<file path="src/rtl/core/ppm_pkg.sv">
// shared types, constants and register codes for the ppm decoder and arm gesture block
// no dependencies; imported by every module of the block
package ppm_pkg;

    // channel store geometry
    localparam int NUM_CHANNELS = 8;
    localparam int CH_IDX_W     = $clog2(NUM_CHANNELS);
    localparam int CH_CNT_W     = $clog2(NUM_CHANNELS + 1);
    localparam int THR_CH       = 2;
    localparam int YAW_CH       = 3;

    // field widths
    localparam int TIME_W  = 16;
    localparam int VALUE_W = 12;
    localparam int INDEX_W = 4;
    localparam int COUNT_W = 16;

    // pulse acceptance limits, open interval
    localparam logic [TIME_W-1:0] PULSE_MIN = 16'd900;
    localparam logic [TIME_W-1:0] PULSE_MAX = 16'd2100;

    // channel store reset contents
    localparam logic [VALUE_W-1:0] CH_RESET  = 12'd1500;
    localparam logic [VALUE_W-1:0] THR_RESET = 12'd1000;

    // front to back queue
    localparam int QUEUE_DEPTH = 2;
    localparam int QPTR_W      = $clog2(QUEUE_DEPTH);
    localparam int QCNT_W      = $clog2(QUEUE_DEPTH + 1);

    // configuration port
    localparam int CFG_IDX_W  = 3;
    localparam int CFG_DATA_W = 16;

    typedef enum logic [CFG_IDX_W-1:0] {
        CFG_YAW_CENTER     = 3'd0,
        CFG_THROTTLE_LIMIT = 3'd1,
        CFG_ARM_YAW_MIN    = 3'd2,
        CFG_DISARM_YAW_MAX = 3'd3,
        CFG_CENTER_WINDOW  = 3'd4,
        CFG_HOLD_TICKS     = 3'd5,
        CFG_SYNC_GAP       = 3'd6
    } cfg_index_t;

    typedef enum logic {
        KIND_CAPTURE = 1'b0,
        KIND_TICK    = 1'b1
    } kind_t;

    typedef struct packed {
        logic [10:0] yaw_center;
        logic [11:0] throttle_limit;
        logic [11:0] arm_yaw_min;
        logic [11:0] disarm_yaw_max;
        logic [8:0]  center_window;
        logic [9:0]  hold_ticks;
        logic [15:0] sync_gap;
    } cfg_t;

    // classified item, as held in the queue
    typedef struct packed {
        kind_t             kind;
        logic              armed_state;
        logic              is_sync;
        logic              pulse_ok;
        logic [TIME_W-1:0] interval;
    } item_t;

    typedef struct packed {
        logic               arm_request;
        logic               disarm_request;
        logic               yaw_centered_flag;
        logic               frame_sync;
        logic               channel_written;
        logic [INDEX_W-1:0] channel_index;
        logic [TIME_W-1:0]  pulse_width;
        logic [VALUE_W-1:0] throttle_value;
        logic [VALUE_W-1:0] yaw_value;
    } result_t;

endpackage

</file>
<file path="src/rtl/core/ppm_front.sv">
// front end: accepts items, forms the edge interval and classifies it
// depends on ppm_pkg
module ppm_front (
    input  logic                       clk,
    input  logic                       rst_n,
    input  ppm_pkg::cfg_t              cfg,
    input  logic                       in_valid,
    output logic                       in_ready,
    input  logic                       kind,
    input  logic [ppm_pkg::TIME_W-1:0] capture_time,
    input  logic                       armed_state,
    output logic                       push,
    output ppm_pkg::item_t             push_item,
    input  logic                       queue_full
);
    import ppm_pkg::*;

    logic [TIME_W-1:0] prev_edge_reg;
    logic [TIME_W-1:0] prev_edge_next;
    logic [TIME_W-1:0] interval;
    kind_t             item_kind;

    assign item_kind = kind_t'(kind);
    assign in_ready  = !queue_full;
    assign push      = in_valid && in_ready;

    // subtraction wraps modulo the timer width
    assign interval = capture_time - prev_edge_reg;

    always_comb
    begin
        push_item.kind        = item_kind;
        push_item.armed_state = armed_state;
        push_item.interval    = interval;
        push_item.is_sync     = interval > cfg.sync_gap;
        push_item.pulse_ok    = (interval > PULSE_MIN) && (interval < PULSE_MAX);
        prev_edge_next        = prev_edge_reg;
        if (push && item_kind == KIND_CAPTURE)
        begin
            prev_edge_next = capture_time;
        end
    end

    always_ff @(posedge clk or negedge rst_n)
    begin
        if (!rst_n)
        begin
            prev_edge_reg <= '0;
        end
        else
        begin
            prev_edge_reg <= prev_edge_next;
        end
    end

endmodule

</file>
<file path="src/rtl/core/ppm_queue.sv">
// two entry queue between the classifying front end and the executing back end
// depends on ppm_pkg
module ppm_queue (
    input  logic           clk,
    input  logic           rst_n,
    input  logic           push,
    input  ppm_pkg::item_t push_item,
    output logic           full,
    input  logic           pop,
    output logic           head_valid,
    output ppm_pkg::item_t head_item
);
    import ppm_pkg::*;

    item_t             slot_reg [QUEUE_DEPTH];
    logic [QPTR_W-1:0] wr_ptr_reg;
    logic [QPTR_W-1:0] wr_ptr_next;
    logic [QPTR_W-1:0] rd_ptr_reg;
    logic [QPTR_W-1:0] rd_ptr_next;
    logic [QCNT_W-1:0] count_reg;
    logic [QCNT_W-1:0] count_next;

    assign full       = count_reg == QCNT_W'(QUEUE_DEPTH);
    assign head_valid = count_reg != '0;
    assign head_item  = slot_reg[rd_ptr_reg];

    always_comb
    begin
        wr_ptr_next = wr_ptr_reg;
        rd_ptr_next = rd_ptr_reg;
        count_next  = count_reg;
        if (push)
        begin
            wr_ptr_next = (wr_ptr_reg == QPTR_W'(QUEUE_DEPTH - 1)) ? '0 : wr_ptr_reg + 1'b1;
        end
        if (pop)
        begin
            rd_ptr_next = (rd_ptr_reg == QPTR_W'(QUEUE_DEPTH - 1)) ? '0 : rd_ptr_reg + 1'b1;
        end
        if (push && !pop)
        begin
            count_next = count_reg + 1'b1;
        end
        else if (pop && !push)
        begin
            count_next = count_reg - 1'b1;
        end
    end

    always_ff @(posedge clk or negedge rst_n)
    begin
        if (!rst_n)
        begin
            wr_ptr_reg <= '0;
            rd_ptr_reg <= '0;
            count_reg  <= '0;
        end
        else
        begin
            wr_ptr_reg <= wr_ptr_next;
            rd_ptr_reg <= rd_ptr_next;
            count_reg  <= count_next;
        end
    end

    always_ff @(posedge clk)
    begin
        if (push)
        begin
            slot_reg[wr_ptr_reg] <= push_item;
        end
    end

endmodule

</file>
<file path="src/rtl/core/ppm_back.sv">
// back end: channel store, frame position, arm and disarm gesture state, result register
// depends on ppm_pkg
module ppm_back (
    input  logic            clk,
    input  logic            rst_n,
    input  ppm_pkg::cfg_t   cfg,
    input  logic            head_valid,
    input  ppm_pkg::item_t  head_item,
    output logic            pop,
    output logic            out_valid,
    input  logic            out_ready,
    output ppm_pkg::result_t result
);
    import ppm_pkg::*;

    logic [VALUE_W-1:0]  store_reg  [NUM_CHANNELS];
    logic [VALUE_W-1:0]  store_next [NUM_CHANNELS];
    logic [CH_CNT_W-1:0] next_ch_reg;
    logic [CH_CNT_W-1:0] next_ch_next;
    logic [COUNT_W-1:0]  arm_cnt_reg;
    logic [COUNT_W-1:0]  arm_cnt_next;
    logic [COUNT_W-1:0]  disarm_cnt_reg;
    logic [COUNT_W-1:0]  disarm_cnt_next;
    logic                centered_reg;
    logic                centered_next;
    logic                out_valid_reg;
    result_t             out_reg;
    result_t             res_next;

    logic [VALUE_W-1:0]  thr;
    logic [VALUE_W-1:0]  yaw;
    logic                thr_low;
    logic signed [13:0]  win_lo;
    logic signed [13:0]  win_hi;
    logic                in_window;
    logic                armed_eff;
    logic [COUNT_W-1:0]  arm_inc;
    logic [COUNT_W-1:0]  disarm_inc;

    assign pop       = head_valid && (!out_valid_reg || out_ready);
    assign out_valid = out_valid_reg;
    assign result    = out_reg;

    assign thr     = store_reg[THR_CH];
    assign yaw     = store_reg[YAW_CH];
    assign thr_low = thr < cfg.throttle_limit;

    // open window around the centre, lower bound may go negative
    assign win_lo    = $signed({3'b000, cfg.yaw_center}) - $signed({5'b00000, cfg.center_window});
    assign win_hi    = $signed({3'b000, cfg.yaw_center}) + $signed({5'b00000, cfg.center_window});
    assign in_window = ($signed({2'b00, yaw}) > win_lo) && ($signed({2'b00, yaw}) < win_hi);

    assign arm_inc    = arm_cnt_reg + 1'b1;
    assign disarm_inc = disarm_cnt_reg + 1'b1;

    always_comb
    begin
        store_next      = store_reg;
        next_ch_next    = next_ch_reg;
        arm_cnt_next    = arm_cnt_reg;
        disarm_cnt_next = disarm_cnt_reg;
        centered_next   = centered_reg;
        armed_eff       = head_item.armed_state;
        res_next        = '0;

        if (head_item.kind == KIND_CAPTURE)
        begin
            res_next.pulse_width = head_item.interval;
            if (head_item.is_sync)
            begin
                next_ch_next       = '0;
                res_next.frame_sync = 1'b1;
            end
            else if (next_ch_reg < CH_CNT_W'(NUM_CHANNELS))
            begin
                if (head_item.pulse_ok)
                begin
                    store_next[next_ch_reg[CH_IDX_W-1:0]] = head_item.interval[VALUE_W-1:0];
                    res_next.channel_written = 1'b1;
                    res_next.channel_index   = INDEX_W'(next_ch_reg[CH_IDX_W-1:0]);
                end
                next_ch_next = next_ch_reg + 1'b1;
            end
        end
        else
        begin
            if (!head_item.armed_state)
            begin
                centered_next = 1'b0;
                if (thr_low && yaw > cfg.arm_yaw_min)
                begin
                    arm_cnt_next = arm_inc;
                    if (arm_inc > COUNT_W'(cfg.hold_ticks))
                    begin
                        res_next.arm_request = 1'b1;
                        arm_cnt_next         = '0;
                        armed_eff            = 1'b1;
                    end
                end
                else
                begin
                    arm_cnt_next = '0;
                end
            end
            // armed branch also runs on the tick that commands arming
            if (armed_eff)
            begin
                if (thr_low && in_window)
                begin
                    centered_next = 1'b1;
                end
                if (thr_low && yaw < cfg.disarm_yaw_max)
                begin
                    disarm_cnt_next = disarm_inc;
                    if (disarm_inc > COUNT_W'(cfg.hold_ticks))
                    begin
                        res_next.disarm_request = 1'b1;
                        centered_next           = 1'b0;
                        disarm_cnt_next         = '0;
                    end
                end
                else
                begin
                    disarm_cnt_next = '0;
                end
            end
        end

        res_next.yaw_centered_flag = centered_next;
        res_next.throttle_value    = store_next[THR_CH];
        res_next.yaw_value         = store_next[YAW_CH];
    end

    always_ff @(posedge clk or negedge rst_n)
    begin
        if (!rst_n)
        begin
            for (int i = 0; i < NUM_CHANNELS; i++)
            begin
                store_reg[i] <= (i == THR_CH) ? THR_RESET : CH_RESET;
            end
            next_ch_reg    <= '0;
            arm_cnt_reg    <= '0;
            disarm_cnt_reg <= '0;
            centered_reg   <= 1'b0;
            out_valid_reg  <= 1'b0;
        end
        else
        begin
            if (pop)
            begin
                store_reg      <= store_next;
                next_ch_reg    <= next_ch_next;
                arm_cnt_reg    <= arm_cnt_next;
                disarm_cnt_reg <= disarm_cnt_next;
                centered_reg   <= centered_next;
                out_valid_reg  <= 1'b1;
            end
            else if (out_ready)
            begin
                out_valid_reg <= 1'b0;
            end
        end
    end

    always_ff @(posedge clk)
    begin
        if (pop)
        begin
            out_reg <= res_next;
        end
    end

endmodule

</file>
<file path="src/rtl/core/ppm_decoder_with_arm_gesture.sv">
// top level of the ppm decoder with stick gesture arm and disarm
// depends on ppm_pkg, ppm_front, ppm_queue, ppm_back
//
//  channel  handshake             payload
//  in       in_valid / in_ready   kind, capture_time, armed_state
//  out      out_valid / out_ready arm_request .. yaw_value (one transaction per input)
//  cfg      cfg_valid / cfg_ready cfg_index, cfg_data (always ready)
//
// one item per cycle sustained while the output does not stall; an accepted item is
// registered in a queue slot and then in the result register before it shows at the
// output (front end into the queue, back end into the result register)
// the back end's state update sets the rate: store, counters, flag
// reset loads the channel store defaults and the register reset values at once
// an output stall fills the two entry queue; in_ready drops only when it is full
module ppm_decoder_with_arm_gesture (
    input  logic                           clk,
    input  logic                           rst_n,
    input  logic                           in_valid,
    output logic                           in_ready,
    input  logic                           kind,
    input  logic [ppm_pkg::TIME_W-1:0]     capture_time,
    input  logic                           armed_state,
    output logic                           out_valid,
    input  logic                           out_ready,
    output logic                           arm_request,
    output logic                           disarm_request,
    output logic                           yaw_centered_flag,
    output logic                           frame_sync,
    output logic                           channel_written,
    output logic [ppm_pkg::INDEX_W-1:0]    channel_index,
    output logic [ppm_pkg::TIME_W-1:0]     pulse_width,
    output logic [ppm_pkg::VALUE_W-1:0]    throttle_value,
    output logic [ppm_pkg::VALUE_W-1:0]    yaw_value,
    input  logic                           cfg_valid,
    output logic                           cfg_ready,
    input  logic [ppm_pkg::CFG_IDX_W-1:0]  cfg_index,
    input  logic [ppm_pkg::CFG_DATA_W-1:0] cfg_data
);
    import ppm_pkg::*;

    cfg_t    cfg_reg;
    cfg_t    cfg_next;
    logic    push;
    item_t   push_item;
    logic    queue_full;
    logic    pop;
    logic    head_valid;
    item_t   head_item;
    result_t result;

    // register writes keep only each register's width; unknown indexes are dropped
    assign cfg_ready = 1'b1;

    always_comb
    begin
        cfg_next = cfg_reg;
        if (cfg_valid && cfg_ready)
        begin
            unique case (cfg_index_t'(cfg_index))
                CFG_YAW_CENTER:     cfg_next.yaw_center     = cfg_data[10:0];
                CFG_THROTTLE_LIMIT: cfg_next.throttle_limit = cfg_data[11:0];
                CFG_ARM_YAW_MIN:    cfg_next.arm_yaw_min    = cfg_data[11:0];
                CFG_DISARM_YAW_MAX: cfg_next.disarm_yaw_max = cfg_data[11:0];
                CFG_CENTER_WINDOW:  cfg_next.center_window  = cfg_data[8:0];
                CFG_HOLD_TICKS:     cfg_next.hold_ticks     = cfg_data[9:0];
                CFG_SYNC_GAP:       cfg_next.sync_gap       = cfg_data[15:0];
                default:            cfg_next = cfg_reg;
            endcase
        end
    end

    always_ff @(posedge clk or negedge rst_n)
    begin
        if (!rst_n)
        begin
            cfg_reg.yaw_center     <= 11'd1500;
            cfg_reg.throttle_limit <= 12'd1050;
            cfg_reg.arm_yaw_min    <= 12'd1850;
            cfg_reg.disarm_yaw_max <= 12'd1150;
            cfg_reg.center_window  <= 9'd80;
            cfg_reg.hold_ticks     <= 10'd50;
            cfg_reg.sync_gap       <= 16'd3000;
        end
        else
        begin
            cfg_reg <= cfg_next;
        end
    end

    // interval and classification
    ppm_front u_front (
        .clk          (clk),
        .rst_n        (rst_n),
        .cfg          (cfg_reg),
        .in_valid     (in_valid),
        .in_ready     (in_ready),
        .kind         (kind),
        .capture_time (capture_time),
        .armed_state  (armed_state),
        .push         (push),
        .push_item    (push_item),
        .queue_full   (queue_full)
    );

    // decouples the front end from result stalls
    ppm_queue u_queue (
        .clk        (clk),
        .rst_n      (rst_n),
        .push       (push),
        .push_item  (push_item),
        .full       (queue_full),
        .pop        (pop),
        .head_valid (head_valid),
        .head_item  (head_item)
    );

    // channel store and gesture state
    ppm_back u_back (
        .clk        (clk),
        .rst_n      (rst_n),
        .cfg        (cfg_reg),
        .head_valid (head_valid),
        .head_item  (head_item),
        .pop        (pop),
        .out_valid  (out_valid),
        .out_ready  (out_ready),
        .result     (result)
    );

    assign arm_request       = result.arm_request;
    assign disarm_request    = result.disarm_request;
    assign yaw_centered_flag = result.yaw_centered_flag;
    assign frame_sync        = result.frame_sync;
    assign channel_written   = result.channel_written;
    assign channel_index     = result.channel_index;
    assign pulse_width       = result.pulse_width;
    assign throttle_value    = result.throttle_value;
    assign yaw_value         = result.yaw_value;

endmodule

</file>
<file path="config.mk">
export PLATFORM = sky130hd
export DESIGN_NAME = ppm_decoder_with_arm_gesture
export DESIGN_NICKNAME = d
export VERILOG_FILES = /design/src/rtl/core/ppm_pkg.sv /design/src/rtl/core/ppm_front.sv /design/src/rtl/core/ppm_queue.sv /design/src/rtl/core/ppm_back.sv /design/src/rtl/core/ppm_decoder_with_arm_gesture.sv
export SDC_FILE = /design/constraint.sdc
export NUM_CORES = 1
export LEC_CHECK = 0
export BUFFER_PORTS_ARGS = -buffer_cell sky130_fd_sc_hd__buf_4
export CAP_MARGIN = 40
export CORE_MARGIN = 2
export CORE_UTILIZATION = 44
export DETAILED_ROUTE_END_ITERATION = 6
export GPL_TIMING_DRIVEN = 0
export SETUP_SLACK_MARGIN = 0.1
export SYNTH_ARGS = -nofsm -noshare
export SYNTH_HDL_FRONTEND = slang
export SYNTH_SLANG_ARGS = --single-unit
</file>
<file path="constraint.sdc">
create_clock -name clk -period 8.5 [get_ports clk]
set_input_delay 0.85 -clock clk [delete_from_list [all_inputs] [get_ports clk]]
set_output_delay 0.85 -clock clk [all_outputs]
set_load 0.02 [all_outputs]
</file>
==> results of run 1 <==
-- report_power, final --
group | internal [mW] | total [mW] | switching [mW]
registers | 1.81 | 2.02 | 0.215
clock network | 0.722 | 1.25 | 0.523
logic | 0.956 | 2.42 | 1.46
-- layer usage --
metal | share of wire [%] | global-route usage (%) | wire [um]
met1 | 48 | 28.7 | 15700
met2 | 45 | 32.4 | 14900
met3 | 4.7 | 3.13 | 1560
met4 | 2.3 | 5.53 | 759
met5 | 0 | 0 | 0
-- path summary, 6_finish.rpt --
check,from,endpoint,slack (ps),cells after the start
setup / recovery,cfg_reg[27],u_back.result[46],4340,18
max in group asynchronous,rst_n,cfg_reg[78],7300,2
min in group clk,u_back.thr[6],u_back.thr[6],480,2
hold reg to reg,u_back.thr[6],u_back.thr[6],480,2
setup reg to reg,cfg_reg[27],u_back.result[46],4340,18
hold / removal,rst_n,u_back.out_valid,280,1
-- synthesized netlist by cell type, types with 21 or more instances --
master	number
edfxtp_1	88
nand3_1	24
clkbuf_1	21
dfrtp_1	114
a21oi_1	64
nand2_1	153
nor2_1	79
o21ai_0	101
dfstp_2	50
nor3_1	23
ha_1	130
xnor2_1	33
mux2_2	69
inv_1	111
-- cells by family (layout without fill, tap and decap cells) --
| logic type | after synthesis | count (layout) | share of synthesized area, % |
|---|---|---|---|
| XOR/XNOR | 50 | 50 | 3.16 |
| AO/OA/AOI/OAI | 257 | 257 | 11.1 |
| AND/OR/NAND/NOR | 383 | 383 | 13.3 |
| adder cells (fa/ha/maj) | 133 | 133 | 12.2 |
| multiplexers | 90 | 90 | 7.15 |
| buffers and inverters | 144 | 295 | 3.99 |
| other | 2 | 2 | 0.0541 |
| flip-flops | 252 | 252 | 49.1 |
-- stage by stage --
step           cells  utilization (%)  power [mW]
5_1_grt         1864             51.4        6.12
4_1_cts         1864             51.4        5.73
3_3_place_gp    1804             48.1        4.39
6_report        1864             51.4        5.68
3_5_place_dp    1810             48.4        4.46
2_1_floorplan   1311                -        3.66
-- critical path, cell delays in order, from the launching register on --
cell	delay, ps
dfrtp_1	390
inv_1	110
ha_1	300
nor2b_1	120
o21a_1	130
o21ai_0	150
a2111oi_0	750
o21a_1	210
o21ai_0	150
nor2b_1	190
xnor2_1	130
ha_1	300
o21ai_0	80
nor2_1	50
nor3_1	130
nor2_1	60
nor3_1	190
a2bb2oi_1	300
o22ai_1	170
-- cell type report --
cell class | count | share of cell area, %
Inverter | 112 | 2.61
Timing Repair Buffer | 97 | 4.75
Multi-Input combinational cell | 915 | 40.5
Buffer | 32 | 0.847
Clock buffer | 41 | 5.22
Clock inverter | 13 | 0.722
Tap cell | 402 | 3.12
Sequential cell | 252 | 42.3
==> impl_metrics.csv, run 1 <==
group,metric,value,unit
sta,report.final.slew_viol_count,0,
yosys,ys_dominant_reg_cell,"dfrtp_1",
final_layout,layout_common_cells,"nand2_1, ha_1, dfrtp_1",
placed_design,pre_cts_slack,4110,ps
sta,fmax,240,MHz
sta,fin_worst_skew,18.9,ps
pwr,p_per_area,353,nW/um^2
yosys,synth.distinct_cells,77,
sta,fin_crit_sh,49.0,%
floorplanning,die_x,182,um
yosys,synth_edf_count,88,
sta,period_needed,4160,ps
final_layout,layout.cells.most_common,"nand2_1",
critical_path,path_max_fanout,3,
yosys,syn_area,13900,um^2
grt,grt_pass1_wl,52.6,mm
grt,gr-total-overflow,0,
sta,finalSetupViolCount,0,
clock_network,cts.sinks,252,
routing,drt-total-wl,33.0,mm
final_layout,nets,1614,
sta,worstMarginPinSlew,871,ps
routing,drt-initial-drc-count,560,
yosys,synth_top_area_cell,"dfrtp_1",
final_layout,largest_register_ffs,82,
yosys,syn_inst,1311,
clock_network,clk_path_buf_depth,3,
routing,wl_per_cell,17.7,um
yosys,ys_async_sr_fraction,65.1,%
critical_path,start_kind,"flip-flop",
sta,setup_ws,4340,ps
clock_network,postCtsSetupBuffers,0,
final_layout,syn_to_final_growth,16.1,%
routing,drc,0,
yosys,yosys-top-cells-area,"dfrtp_1, edfxtp_1, ha_1",
sta,slew_headroom,42.0,%
yosys,yosysWarnings,0,
yosys,ys_seq_elements,252,
placed_design,gp_congestion,0.853,
grt,grt_pass1_vias,9680,
sta,tns,0,ps
sta,rsz0062_at_grt,"no",
clock_network,post_cts_resized,0,
min_path,hold_class,"in2async",
critical_path,worstPathRequired,8780,ps
critical_path,cp_data_arrival_time,4450,ps
routing,ant_nets,0,
floorplanning,ioPinCount,94,
sta,hold_violations,0,
yosys,netlist.area_leader.share,20.6,%
final_layout,area.sequential,6810,um^2
grt,grt.total_usage,20.2,%
floorplanning,die_y,182,um
sta,finalHoldWorstSlack,280,ps
routing,first_pass_iters,5,
final_layout,fillers,2811,
final_layout,drive_gt1_share,19.8,%
final_layout,insertedDiodeCount,0,
final_layout,fin_area,16100,um^2
clock_network,clock-root-buffer,"clkbuf_16",
clock_network,cts_tree,"done",
clock_network,clk_latency,570,ps
floorplanning,num_rows,65,
clock_network,hold_buffers,0,
placed_design,place_area,15200,um^2
routing,detail_route.vias_per_cell,5.31,
clock_network,cts_buffers,29,
floorplanning,die-area,33000,um^2
floorplanning,core_area,31300,um^2
run_status,status,"completed",
pwr,p_leak,7.22,nW
critical_path,cp-end-kind,"flip-flop",
placed_design,io_buffers,91,
critical_path,worstSetupPathType,"reg2reg",
final_layout,multiInputGateArea,6520,um^2
yosys,syn-num-nets,1486,
grt,antenna_found_initial,1,
yosys,seq_area_frac_synth,49.1,%
grt,grt_max_degree,89,
floorplanning,initial_core_util,44.3,%
pwr,peakVddDrop,0.185,mV
routing,vias,9895,
clock_network,cts.clk_slew.worst_paths,60,ps
yosys,syn_avg_cell_area,10.6,um^2
placed_design,dp_hpwl,23.9,mm
run,max_cap_violations,0,
clock_network,cts_max_level,1,
No activity file was read; power rests on OpenSTA's default activity.
==> run 2, diff against run 1 <==
--- a/config.mk
+++ b/config.mk
@@ -5,6 +5,7 @@
 export SDC_FILE = /design/constraint.sdc
 export NUM_CORES = 1
 export LEC_CHECK = 0
+export ABC_AREA = 1
 export BUFFER_PORTS_ARGS = -buffer_cell sky130_fd_sc_hd__buf_4
 export CAP_MARGIN = 40
 export CORE_MARGIN = 2
==> constraint.sdc (replaced) <==
create_clock -name clk -period 4.02 [get_ports clk]
set_input_delay 0.402 -clock clk [delete_from_list [all_inputs] [get_ports clk]]
set_output_delay 0.402 -clock clk [all_outputs]
set_load 0.02 [all_outputs]
==> impl_metrics.csv, run 2 <==
group,metric,value,unit
run_status,status,"completed",
sta,tns,0,ps
routing,drt-total-wl,34.8,mm
yosys,synth_top_area_cell,"dfrtp_1",
pwr,p_seq_share,34.3,%
grt,grt.met1_usage,29.3,%
routing,first_pass_iters,5,
grt,met2_usage,34.6,%
grt,grt_pass1_wl,56.1,mm
pwr,p_leak,8.11,nW
min_path,min_from,"out_ready",
pwr,p_per_area,760,nW/um^2
floorplanning,num_rows,66,
clock_network,cts_buffers,29,
yosys,synth_most_common_cell,"nand2_1",
sta,fmax,282,MHz
clock_network,clock-root-buffer,"clkbuf_16",
critical_path,start_kind,"flip-flop",
grt,grt_pass1_vias,10649,
grt,grt_max_degree,104,
clock_network,cts.sinks,252,
yosys,netlist.area_leader.share,19.9,%
floorplanning,ioPinCount,94,
pwr,power.total,12.6,mW
grt,grtUsageMet3,2.90,%
final_layout,fillers,3100,
clock_network,cts.clk_slew.worst_paths,60,ps
critical_path,cp_data_arrival_time,4040,ps
routing,ant_nets,0,
critical_path,critical-path-top-delay-family,"compound AO/OA/AOI/OAI gates",
yosys,yosysWarnings,0,
pwr,peakVddDrop,0.434,mV
clock_network,clk_path_buf_depth,3,
min_path,hold_class,"in2reg",
sta,slew_headroom,52.5,%
yosys,seq_area_frac_synth,47.4,%
yosys,synth.distinct_cells,57,
yosys,syn_inst,1625,
yosys,synth_edf_count,88,
grt,gr-total-overflow,0,
placed_design,dp_cells,2162,
sta,rsz0062_at_grt,"no",
sta,hold_violations,0,
yosys,syn_area,14400,um^2
critical_path,critical_path_buf_inv_count,3,
placed_design,gp_congestion,0.857,
routing,wl_per_cell,15.7,um
sta,fin_crit_sh,88.2,%
critical_path,worst-r2r-setup-slack,470,ps
critical_path,slowest_stage,"dfstp_2",
pwr,p_int,7.29,mW
sta,period_needed,3550,ps
clock_network,cts_tree,"done",
critical_path,max_stage_delay,540,ps
critical_path,r2r_cells,21,
pwr,pwr-share-clk,20.0,%
pwr,switching_share,42.2,%
final_layout,syn_to_final_growth,15.6,%
final_layout,multiInputGateArea,6530,um^2
run,max_cap_violations,0,
final_layout,area.sequential,6810,um^2
min_path,hold_path_end,"u_back.out_valid",
yosys,syn_avg_cell_area,8.84,um^2
critical_path,path_max_fanout,7,
sta,report.final.slew_viol_count,0,
floorplanning,die_x,185,um
final_layout,nets,1927,
placed_design,dp_hpwl,26.2,mm
yosys,syn-num-nets,1800,
floorplanning,die_y,185,um
sta,worstMarginPinSlew,692,ps
grt,antenna_found_initial,0,
yosys,ys_dominant_reg_cell,"dfrtp_1",
floorplanning,die-area,34100,um^2
floorplanning,core_area,32400,um^2
floorplanning,initial_core_util,44.4,%
routing,detail_route.vias_per_cell,4.99,
routing,vias,11075,
sta,finalSetupViolCount,0,
grt,grt.total_usage,20.9,%
critical_path,critPathMostFrequentCell,"nand2_1",
clock_network,clk_latency,560,ps
final_layout,layout.cells.most_common,"nand2_1",
final_layout,largest_register_ffs,82,
critical_path,rr_endpoint,"u_back.centered_reg",
routing,drt-initial-drc-count,657,
yosys,yosys-top-cells-area,"dfrtp_1, edfxtp_1, ha_1",
final_layout,drive_gt1_share,14.9,%
yosys,ys_top_cells_by_count,"nand2_1, inv_1, ha_1, o21ai_0, dfrtp_1",
final_layout,layout_common_cells,"nand2_1, inv_1, ha_1",
placed_design,io_buffers,91,
clock_network,postCtsSetupBuffers,0,
routing,drc,0,
final_layout,instances_no_fill,2218,
critical_path,worstPathRequired,4510,ps
sta,fin_worst_skew,13.0,ps
pwr,pwr-share-comb,45.6,%
critical_path,r2r-start,"cfg_reg[32]",
critical_path,worstSetupPathType,"reg2reg",
critical_path,cp-end-kind,"flip-flop",
pwr,p_switching,5.32,mW
clock_network,cts_max_level,1,
yosys,ys_seq_elements,252,
grt,busiest_layer,"met2",
critical_path,crit_chain,"inv_1, ha_1, clkbuf_1, inv_1, a21oi_1, o311ai_1, nand2_1, nand2_1, a21oi_1, xor2_1, ha_1, a21oi_1, o21a_1, o21ai_0, nor2_1, nand3_1, nand2_1, nand2_1, o21bai_2, nand2_1, nand2_1",
min_path,whs_path_depth,2,
yosys,ys_async_sr_fraction,65.1,%
## run 2: cell count changes in the layout (fill, tap and decap cells not counted), sizes merged, moves of 35 or more
cell,before,now
a21oi,64,99
inv,114,224
mux2,70,1
nand2,154,418
nor2,80,124
o21ai,107,148
## run 2: final cells by class
cell class                      count  share of cell area, %
Multi-Input combinational cell   1110                   39.3
Clock buffer                       42                   4.85
Clock inverter                     12                  0.610
Timing Repair Buffer               96                   4.69
Inverter                          223                   5.06
Buffer                             40                   1.13
Antenna cell                        1                 0.0151
Tap cell                          442                   3.33
Sequential cell                   252                   41.0
## run 2: through the flow
step / hold WS (ps) / util [%] / setup slack [ps] / area [um^2]
global route: 19.9 / 51.3 / 135 / 16600
global placement: 463 / 48.2 / 322 / 15600
CTS: 13.8 / 51.3 / 330 / 16600
detailed placement: 387 / 48.5 / 348 / 15700
floorplan: 106 / - / 900 / 14400
finish: 35.6 / 51.3 / 474 / 16600
## run 2: what timing repair did
item	CTS	global route
gates resized for setup	0	1
hold buffers	1	0
endpoints found under the setup margin	0	2
hold endpoints to repair	49	0
## run 2: cells by family after synthesis
kind of cell,Yosys count,share of synthesized area [%]
other,2,0.0523
muxes,13,0.915
DFF,252,47.4
xor gates and xnor gates,49,3.04
buffers and inverters,263,7.15
and+or+nand+nor,635,18.7
adders and majority gates,133,11.7
AOI/OAI and AO/OA,278,11.0
## run 2: per-layer routing
metal  part of all wire [%]  up-vias
li1                       -     5584
met1                     47     5239
met2                     46      211
met3                    4.9       41
met4                    1.9        0
met5                      0        -
## run 2: how the worst max path moves through the flow
stage,to,start,cells past startpoint,slack [ps]
finish,u_back.centered_reg,cfg_reg[32],21,470
global route,u_back.centered_reg,cfg_reg[32],21,130
CTS,u_back.result[46],cfg_reg[30],19,330
detailed placement,u_back.result[46],cfg_reg[30],19,350
global placement,u_back.result[7],out_ready,4,320
floorplan,u_back.result[46],cfg_reg[30],19,900
## run 2: power by group through the flow
stage | clock (mW) | combinational (mW) | sequential (mW)
floorplan | 0 | 3.72 | 4.51
global placement | 0 | 5.56 | 4.39
detailed placement | 0 | 5.76 | 4.38
CTS | 2.58 | 5.78 | 4.34
global route | 2.67 | 6.55 | 4.42
finish | 2.52 | 5.76 | 4.33
